==> config.mk <==
export PLATFORM = sky130hd
export DESIGN_NAME = sstf_request_queue_core
export DESIGN_NICKNAME = d
export VERILOG_FILES = /design/src/rtl/core/sstf_pkg.sv /design/src/rtl/core/sstf_request_queue_core.sv
export SDC_FILE = /design/constraint.sdc
export NUM_CORES = 2
export LEC_CHECK = 0
export BUFFER_PORTS_ARGS = -buffer_cell sky130_fd_sc_hd__buf_2
export CORE_UTILIZATION = 41
export DETAILED_ROUTE_END_ITERATION = 10
export GPL_TIMING_DRIVEN = 0
export PLACE_DENSITY = 0.53
export SYNTH_ARGS = -nofsm -noshare
export SYNTH_HDL_FRONTEND = slang
export SYNTH_SLANG_ARGS = --single-unit
==> constraint.sdc <==
create_clock -name i_clk -period 5.7 [get_ports i_clk]
set_input_delay 0.855 -clock i_clk [delete_from_list [all_inputs] [get_ports i_clk]]
set_output_delay 0.855 -clock i_clk [all_outputs]
set_load 0.01 [all_outputs]
==> src/rtl/core/sstf_pkg.sv <==
package sstf_pkg;

    localparam int QUEUE_DEPTH = 64;
    localparam int CYL_BITS    = 16;

    localparam int IDX_W = $clog2(QUEUE_DEPTH);
    localparam int CNT_W = $clog2(QUEUE_DEPTH + 1);

    localparam int CYL_FIELD_W   = 16;
    localparam int COUNT_FIELD_W = 7;

    localparam logic [1:0] ACT_PUT     = 2'd0;
    localparam logic [1:0] ACT_OLDEST  = 2'd1;
    localparam logic [1:0] ACT_NEWEST  = 2'd2;
    localparam logic [1:0] ACT_CLOSEST = 2'd3;

    typedef struct packed {
        logic [1:0]             action;
        logic [CYL_FIELD_W-1:0] cylinder;
        logic [CYL_FIELD_W-1:0] head_position;
    } t_req;

    typedef struct packed {
        logic [CYL_FIELD_W-1:0]   value;
        logic                     valid_res;
        logic                     dropped;
        logic [COUNT_FIELD_W-1:0] count;
    } t_rsp;

endpackage

==> src/rtl/core/sstf_request_queue_core.sv <==
// Age-ordered queue of disk cylinder requests for shortest-seek-first service.
// The input channel (i_in_valid, o_in_ready, i_in_data) carries one request
// beat: put, pull oldest, pop newest or pull closest to the head position.
// Every request produces exactly one response beat on the output channel
// (o_out_valid, i_out_ready, o_out_data) with the removed cylinder, a valid
// flag, a dropped flag for a put into a full queue, and the entry count.
// Entries live in a single-port-read, single-port-write memory, oldest first.
// Put, and any pull on an empty queue, go straight to the response. Pull
// oldest and pop newest read the entry, then close the gap one entry per
// cycle. Pull closest first streams all count entries through one shared
// distance compare, then closes the gap in the same way.
// The block takes one request at a time; o_in_ready is high only when idle.
// A finished response waits in the output register while the receiver
// stalls; a new request is taken meanwhile, and its response holds back
// until the previous beat is taken.
// Reset empties the queue; memory contents need no clearing.
module sstf_request_queue_core
    import sstf_pkg::*;
(
    input  logic i_clk,
    input  logic i_rst_n,
    input  logic i_in_valid,
    output logic o_in_ready,
    input  t_req i_in_data,
    output logic o_out_valid,
    input  logic i_out_ready,
    output t_rsp o_out_data
);

    localparam logic [2:0] ST_IDLE   = 3'd0;
    localparam logic [2:0] ST_SCAN   = 3'd1;
    localparam logic [2:0] ST_FETCH  = 3'd2;
    localparam logic [2:0] ST_FETCH2 = 3'd3;
    localparam logic [2:0] ST_SHIFT  = 3'd4;
    localparam logic [2:0] ST_FIN    = 3'd5;

    logic [CYL_BITS-1:0] r_mem [QUEUE_DEPTH];
    logic [CYL_BITS-1:0] r_rd_data;

    logic [2:0]          r_state, n_state;
    logic [CNT_W-1:0]    r_count, n_count;
    logic [CNT_W-1:0]    r_src, n_src;
    logic                r_rv, n_rv;
    logic [IDX_W-1:0]    r_ri, n_ri;
    logic                r_out_valid, n_out_valid;
    t_rsp                r_out_data, n_out_data;
    logic [IDX_W-1:0]    r_pos, n_pos;
    logic [CYL_BITS-1:0] r_head, n_head;
    logic [CYL_BITS-1:0] r_best, n_best;
    logic [CYL_BITS-1:0] r_val, n_val;
    logic                r_valid_res, n_valid_res;
    logic                r_dropped, n_dropped;

    logic                mem_we;
    logic [IDX_W-1:0]    mem_wa;
    logic [CYL_BITS-1:0] mem_wd;
    logic [IDX_W-1:0]    mem_ra;
    logic [CYL_BITS-1:0] w_dist;

    // The shared compare unit: distance from the head to the word just read.
    assign w_dist = (r_head >= r_rd_data) ? (r_head - r_rd_data) : (r_rd_data - r_head);

    assign o_in_ready  = (r_state == ST_IDLE);
    assign o_out_valid = r_out_valid;
    assign o_out_data  = r_out_data;

    always_comb begin
        n_state     = r_state;
        n_count     = r_count;
        n_src       = r_src;
        n_rv        = 1'b0;
        n_ri        = r_ri;
        n_out_valid = r_out_valid;
        n_out_data  = r_out_data;
        n_pos       = r_pos;
        n_head      = r_head;
        n_best      = r_best;
        n_val       = r_val;
        n_valid_res = r_valid_res;
        n_dropped   = r_dropped;
        mem_we      = 1'b0;
        mem_wa      = '0;
        mem_wd      = '0;
        mem_ra      = r_src[IDX_W-1:0];

        if (r_out_valid && i_out_ready) begin
            n_out_valid = 1'b0;
        end

        unique case (r_state)
            ST_IDLE: begin
                if (i_in_valid) begin
                    n_head      = CYL_BITS'(i_in_data.head_position);
                    n_val       = '0;
                    n_valid_res = 1'b0;
                    n_dropped   = 1'b0;
                    priority if (i_in_data.action == ACT_PUT) begin
                        if (r_count == CNT_W'(QUEUE_DEPTH)) begin
                            n_dropped = 1'b1;
                        end else begin
                            mem_we  = 1'b1;
                            mem_wa  = r_count[IDX_W-1:0];
                            mem_wd  = CYL_BITS'(i_in_data.cylinder);
                            n_count = r_count + 1'b1;
                        end
                        n_state = ST_FIN;
                    end else if (r_count == '0) begin
                        n_state = ST_FIN;
                    end else if (i_in_data.action == ACT_OLDEST) begin
                        n_pos   = '0;
                        n_state = ST_FETCH;
                    end else if (i_in_data.action == ACT_NEWEST) begin
                        n_pos   = IDX_W'(r_count - 1'b1);
                        n_state = ST_FETCH;
                    end else begin
                        n_src   = '0;
                        n_state = ST_SCAN;
                    end
                end
            end
            ST_SCAN: begin
                // Strict less-than keeps the oldest entry on a tie.
                if (r_rv && ((r_ri == '0) || (w_dist < r_best))) begin
                    n_best = w_dist;
                    n_pos  = r_ri;
                    n_val  = r_rd_data;
                end
                if (r_src < r_count) begin
                    mem_ra = r_src[IDX_W-1:0];
                    n_rv   = 1'b1;
                    n_ri   = r_src[IDX_W-1:0];
                    n_src  = r_src + 1'b1;
                end else if (!r_rv) begin
                    n_src   = CNT_W'(r_pos) + 1'b1;
                    n_state = ST_SHIFT;
                end
            end
            ST_FETCH: begin
                mem_ra  = r_pos;
                n_state = ST_FETCH2;
            end
            ST_FETCH2: begin
                n_val   = r_rd_data;
                n_src   = CNT_W'(r_pos) + 1'b1;
                n_state = ST_SHIFT;
            end
            ST_SHIFT: begin
                // Each word read at index i is written to i - 1 in the next cycle.
                if (r_rv) begin
                    mem_we = 1'b1;
                    mem_wa = r_ri - 1'b1;
                    mem_wd = r_rd_data;
                end
                if (r_src < r_count) begin
                    mem_ra = r_src[IDX_W-1:0];
                    n_rv   = 1'b1;
                    n_ri   = r_src[IDX_W-1:0];
                    n_src  = r_src + 1'b1;
                end else if (!r_rv) begin
                    n_count     = r_count - 1'b1;
                    n_valid_res = 1'b1;
                    n_state     = ST_FIN;
                end
            end
            ST_FIN: begin
                if (!r_out_valid || i_out_ready) begin
                    n_out_valid          = 1'b1;
                    n_out_data.value     = CYL_FIELD_W'(r_val);
                    n_out_data.valid_res = r_valid_res;
                    n_out_data.dropped   = r_dropped;
                    n_out_data.count     = COUNT_FIELD_W'(r_count);
                    n_state              = ST_IDLE;
                end
            end
            default: begin
                n_state = ST_IDLE;
            end
        endcase
    end

    always_ff @(posedge i_clk) begin
        if (mem_we) begin
            r_mem[mem_wa] <= mem_wd;
        end
        r_rd_data <= r_mem[mem_ra];
    end

    always_ff @(posedge i_clk) begin
        if (!i_rst_n) begin
            r_state     <= ST_IDLE;
            r_count     <= '0;
            r_rv        <= 1'b0;
            r_out_valid <= 1'b0;
        end else begin
            r_state     <= n_state;
            r_count     <= n_count;
            r_rv        <= n_rv;
            r_out_valid <= n_out_valid;
        end
    end

    always_ff @(posedge i_clk) begin
        r_src       <= n_src;
        r_ri        <= n_ri;
        r_out_data  <= n_out_data;
        r_pos       <= n_pos;
        r_head      <= n_head;
        r_best      <= n_best;
        r_val       <= n_val;
        r_valid_res <= n_valid_res;
        r_dropped   <= n_dropped;
    end

endmodule
# Yosys cells after proc, flatten, opt, wreduce, memory -nomap -nowiden
# Memory sizes are Yosys's and may differ from the RTL's. A register that Yosys moved wholly into a read port is not among the register bits.
# Index checks and enable logic that the tools add are counted.
[word_totals]
inputBits = 38
elab_cells = 140
mem_count = 1
out_inout_bits = 27
ram_bits = 1024
ff_bits = 106
[memory_table]
columns = ["name", "depth", "width", "read_ports", "rd_ports_with_merged_regs", "wr", "line_no", "source"]
rows = [
  ["r_mem", 64, 16, 1, 1, 1, "sstf_request_queue_core.sv:37", "logic [CYL_BITS-1:0] r_mem [QUEUE_DEPTH];"],
]
[op_classes]
addsub = 7
reduce_logical = 25
n_mux = 64
order_cmp = 3
n_eq_ne = 24
[op_table]
columns = ["op", "n"]
rows = [
  ["$mux W16", 7],
  ["$mux W7", 13],
  ["$mux W6", 11],
  ["$pmux W16 S3", 1],
  ["$pmux W16 S2", 1],
  ["$sub A16 B16 Y16", 2],
  ["$pmux W7 S4", 1],
  ["$ne A2 B2 Y1 const B", 13],
  ["$mux W3", 8],
  ["$pmux W6 S2", 2],
  ["$pmux W3 S6", 1],
  ["$reduce_and A6 Y1", 3],
  ["$ge A16 B16 Y1", 1],
  ["$lt A16 B16 Y1", 1],
  ["$add A7 B1 Y7 const B", 2],
  ["$mux W1", 14],
  ["$pmux W7 S2", 1],
  ["$reduce_and A2 Y1", 5],
  ["$reduce_and A8 Y1", 1],
  ["$add A6 B1 Y7 const B", 1],
  ["$eq A7 B7 Y1 const B", 1],
  ["$logic_not A7 Y1", 1],
  ["$lt A7 B7 Y1", 1],
  ["$sub A7 B1 Y7 const B", 1],
  ["other kinds (23)", 30],
]

# Longest topological paths before layout
[logic_depth]
word_depth = 7
depth_mapped = 21
mapped_depth_nobuf = 19

# Worst setup path before layout
# OpenSTA, ideal clock, no wires.
[synth_timing]
kind = "input to register"
startpoint = "input i_in_valid"
endpoint = "memory r_mem[0][0] (data pin)"
path_stages = 7
required_ps = 4998
arrival_time_ps = 4238
setup_slack_ps = 760
setup_ps = 702
path_buffers = 2
path_cell_list = "nor4b_2 -> and2_1 -> and2_1 -> buf_2 -> buf_1 -> nand2_1 -> o21ai_0"
[synth_between]
elab_chain_cells = 2
[synth_lines]
columns = ["item", "line_no", "source"]
rows = [
  ["from (decl)", "sstf_request_queue_core.sv:22", "input logic i_in_valid,"],
  ["$mux W16", "sstf_request_queue_core.sv:92", "if (i_in_valid) begin"],
  ["$pmux W16 S2", "sstf_request_queue_core.sv:90", "unique case (r_state)"],
  ["via mem_wd[0]", "sstf_request_queue_core.sv:56", "logic [CYL_BITS-1:0] mem_wd;"],
  ["to (decl)", "sstf_request_queue_core.sv:37", ""],
]
# The timed path passes the listed nets, and every way through them passes these cells.

# Worst setup path after layout
[layout_timing]
startpoint = "register r_state[1]"
endpoint = "register r_rd_data[6] (read register of r_mem)"
[layout_between]
elab_chain_cells = 2
[layout_lines]
columns = ["item", "line_no", "source"]
rows = [
  ["from (decl)", "sstf_request_queue_core.sv:40", "logic [2:0] r_state, n_state;"],
  ["from (signal assigned)", "sstf_request_queue_core.sv:195", "r_state <= n_state;"],
  ["$eq A3 B2 Y1", "sstf_request_queue_core.sv:90", ""],
  ["$mux W6", "-", ""],
  ["to (decl)", "sstf_request_queue_core.sv:38", "logic [CYL_BITS-1:0] r_rd_data;"],
]
# Every way passes these cells.
# A chain may end at the register's enable or synchronous reset.

==> impl_results.md <==
* Status: finished, final reports clean
* Startpoint Class: flop
* Io pins at 65
* Library cells used by synthesis at 55
* Post-Syn Instances at 2764
* Post-Syn Area per Cell at 16.66 um2
* Worst Hold Class: input port to flop
* Largest net degree at the start of global routing at 42
* Root buffer cell: clkbuf_16
* Routed WL per cell at 27.12 um
* Setup Skew at 0.03492 ns
* Ys Warns at 0
* Htree depth at 3
* Synthesized cell area at 46040 um2
* Final setup TNS at 0 ns
* Max cap viols at 0
* Slew HR at 5.613%
* Total CTS buffers at 119
* Total GRT Usage at 21.90%
* Register area at 34130 um2
* Clock latency on the worst-skew pair at 0.72 ns
* CTS Sinks at 1146
* Vias in the first global route at 25.51k
* Die height at 337.1 um
* Max Buffers Root-to-Sink at 3
* Fill cells at 9366
* Core box area at 111000 um2
* Fraction of registers with async set/reset at 0%
* Final core utilization at 48.20%
* Vias/cell at 5.586
* DR DRC count at 0
* Cell Chain, Critical Path: buf_4, nor3b_4, buf_4, o21ai_0, nand2_1, clkbuf_1, o22ai_1, o41ai_1, o2111ai_1
* Area of the die at 113600 um2
* Final Cycle Share at 95.19%
* Psw at 9.538 mW
* Multi-input gate area at 11340 um2
* Power Density at 501.9 nW/um2
* CTS tree: yes
* Crit-path max cell delay at 1.22 ns
* Maximum vdd drop at 0.0003014 V
* Slew Limit Fails at 0
* Area Overhead vs Synth at 16.20%
* Setup violators final at 0
* PortBufs at 64
* Slew @ Worst Pin at 1.398 ns
* RSZ-0062 raised after global routing: false
* Initial antenna violation count at 8
* WS Path Type: flop to flop
* Main synth FF type: edfxtp_1
* Die Wd at 337.1 um
* Post-synth net total at 2866
* Cell mode on critical path: buf_4
* Row cnt at 122
* Fmax at 184.3 MHz
* Worst-path maximum fanout at 10
* Crit. End Element: flop
* Vias post-DR at 25.75k
* CP top delay family: compound AO/OA/AOI/OAI gates
* Initial drt markers at 2363
* Detail Route Antenna Nets at 0
* Flops & latches, synth at 1146
* EDFF count, synth at 1118
* Pre-antenna DRT Iters at 5
* Hold Vio Cnt, Final at 0
* Buf/Inv on CP at 3
* Sequential Power Share at 37.7%
* Post-CTS setup repair buffer count at 0
* GP Congestion at 0.9500
* Switch share at 35.53%
* Slowest CP cell: o41ai_1
* Combinational share of power at 34.0%
* Seq/Total Area, Yosys at 74.14%
* CP required at 6.06 ns
* GRT overflow at 0
* Final nets at 3114
* WL final at 125000 um
* Leak pwr at 19.18 nW
* Post-DP HPWL at 90110 um
* Critical Path AT at 5.79 ns
* Pint at 17.31 mW
* Global-route wire length before repair at 178000 um
* Initial core utilization at 41.48%
* Layout cells sized above 1 at 14.12%
* Clk network pwr share at 28.3%
* Clock transition at path regs at 0.06 ns
* Tmin final at 5.426 ns
what timing repair did:
item,4_1_cts,5_1_grt
hold buffers,0,0
gates resized for setup,3,8
endpoints found under the setup margin,22,38
gates cloned,0,0
worst paths after layout:
| kind | start | endpoint | slack (ns) | depth (start not counted) |
|---|---|---|---|---|
| hold reg to reg | r_val[13]$_SDFFCE_PN0P_ | o_out_data[22]$_DFFE_PP_ | 0.42 | 0 |
| hold / removal | i_in_data[15] | r_head[15]$_DFFE_PP_ | 0.33 | 1 |
| setup / recovery | r_state[1]$_SDFFE_PN0P_ | r_rd_data[6]$_DFF_P_ | 0.27 | 9 |
| setup reg to reg | r_state[1]$_SDFFE_PN0P_ | r_rd_data[6]$_DFF_P_ | 0.27 | 9 |
metrics by stage:
step	hold slack, ns	total power, mW	cell area (um2)	setup slack (ns)	std cells
final	0.3318	26.85	53490	0.2739	4610
after global routing	0.2979	27.83	53480	0.003304	4605
after CTS	0.2870	26.92	53450	0.03941	4604
after detailed placement	0.4045	19.33	49610	-0.3805	4379
after global placement	0.4010	19.13	48220	-4.130	4316
after floorplan	0.4003	15.75	46040	0.7601	2764
logic make-up (layout without fill, tap and decap cells):
family	Yosys count	count (layout)	synth area share, %
AO/OA/AOI/OAI	491	491	6.966
other	0	6	0
multiplexers	526	526	11.44
buffers and inverters	214	566	2.003
AND/OR/NAND/NOR	291	291	3.066
XOR/XNOR	32	32	0.6088
flip-flops	1146	1146	74.14
adder cells (fa/ha/maj)	64	64	1.772
per-layer routing:
| layer | share of wire (%) | track usage (%) | wire length [um] |
|---|---|---|---|
| met1 | 43 | 30.12 | 54380 |
| met3 | 5.7 | 3.321 | 7136 |
| met2 | 47 | 35.57 | 59170 |
| met5 | 0.022 | 0 | 27 |
| met4 | 3.5 | 7.340 | 4319 |
cell type report:
type                    instances  share of cell area, %
inverters                      74                 0.5193
plain buffers                 140                  1.212
clock buffers                 152                  5.876
well taps                    1488                  3.480
diodes                          6                0.02807
clock inverters                73                  1.279
multi-input cells            1404                  21.21
repair buffers                127                  2.589
flip-flops and latches       1146                  63.81
power by group through the flow:
| stage | Clock [mW] | Sequential [mW] | Combinational, mW |
|---|---|---|---|
| after floorplan | 0 | 10.2 | 5.54 |
| after detailed placement | 0 | 10.3 | 9.04 |
| after CTS | 7.73 | 10.1 | 9.08 |
| after global placement | 0 | 10.4 | 8.74 |
| final | 7.60 | 10.1 | 9.13 |
| after global routing | 8.03 | 10.1 | 9.65 |
registers in the layout, summed over array words and instances, names as in the netlist:
register / cells
r_rd_data: 16
r_valid_res: 1
r_rv: 1
r_count: 7
r_state: 3
o_out_valid: 1
r_dropped: 1
r_val: 16
r_best: 16
r_ri: 6
r_pos: 6
o_out_data: 25
r_mem: 1024
r_src: 7
r_head: 16
placed cells by master (no fill, tap or decap), types with 14 or more instances in the layout:
cell type  instances
o21ai_4           16
inv_1             73
nor2_2            56
a21o_1            22
clkbuf_16        120
nand3_1           24
o21ai_0           32
buf_8             25
and2_1            22
xnor2_1           18
clkinv_2          20
dfxtp_1           27
buf_12            24
edfxtp_1        1118
clkbuf_1         105
o41ai_1           50
xor2_1            14
buf_2            113
buf_4             17
o22ai_1          263
nor2_1            31
mux2i_1          524
o2111ai_1         16
nor4_1            18
clkinv_1          32
ha_1              62
nand2_1           71
a21oi_1           42
worst reg2reg max path, stage by stage (launching register included):
cell and delay, ns:
dfxtp_1 0.39, buf_4 0.20, nor3b_4 0.41, buf_4 0.24, o21ai_0 0.21, nand2_1 0.76
clkbuf_1 0.80, o22ai_1 0.22, o41ai_1 1.22, o2111ai_1 0.64
cells in the mapped netlist, types with 3 or more instances:
cell type	count	share of area, %
nor2_1	88	0.72
o41ai_1	50	0.95
xor2_1	14	0.27
dfxtp_1	28	1.2
a21o_1	22	0.36
o21ai_0	49	0.53
buf_4	9	0.15
o2111ai_1	16	0.30
nor3_1	11	0.12
ha_1	62	1.7
o31ai_1	5	0.082
nand3_1	24	0.26
a21oi_1	44	0.48
clkbuf_1	76	0.62
and2_1	22	0.30
buf_2	50	0.54
or3_1	12	0.16
nand2_1	71	0.58
nand3b_1	7	0.11
buf_6	3	0.073
o21bai_1	5	0.082
and3_1	9	0.12
a22o_1	4	0.076
a221oi_1	3	0.057
edfxtp_1	1118	73
nor4_1	18	0.24
inv_1	73	0.60
a211oi_1	3	0.049
nand4_1	5	0.068
or2_2	3	0.041
o22ai_1	263	3.6
mux2i_1	524	11
nor2b_1	9	0.12
xnor2_1	18	0.34
a31oi_1	6	0.082
nand2b_1	9	0.12
o21ai_1	6	0.065
Note: power is estimated with default switching activity, not from simulation.
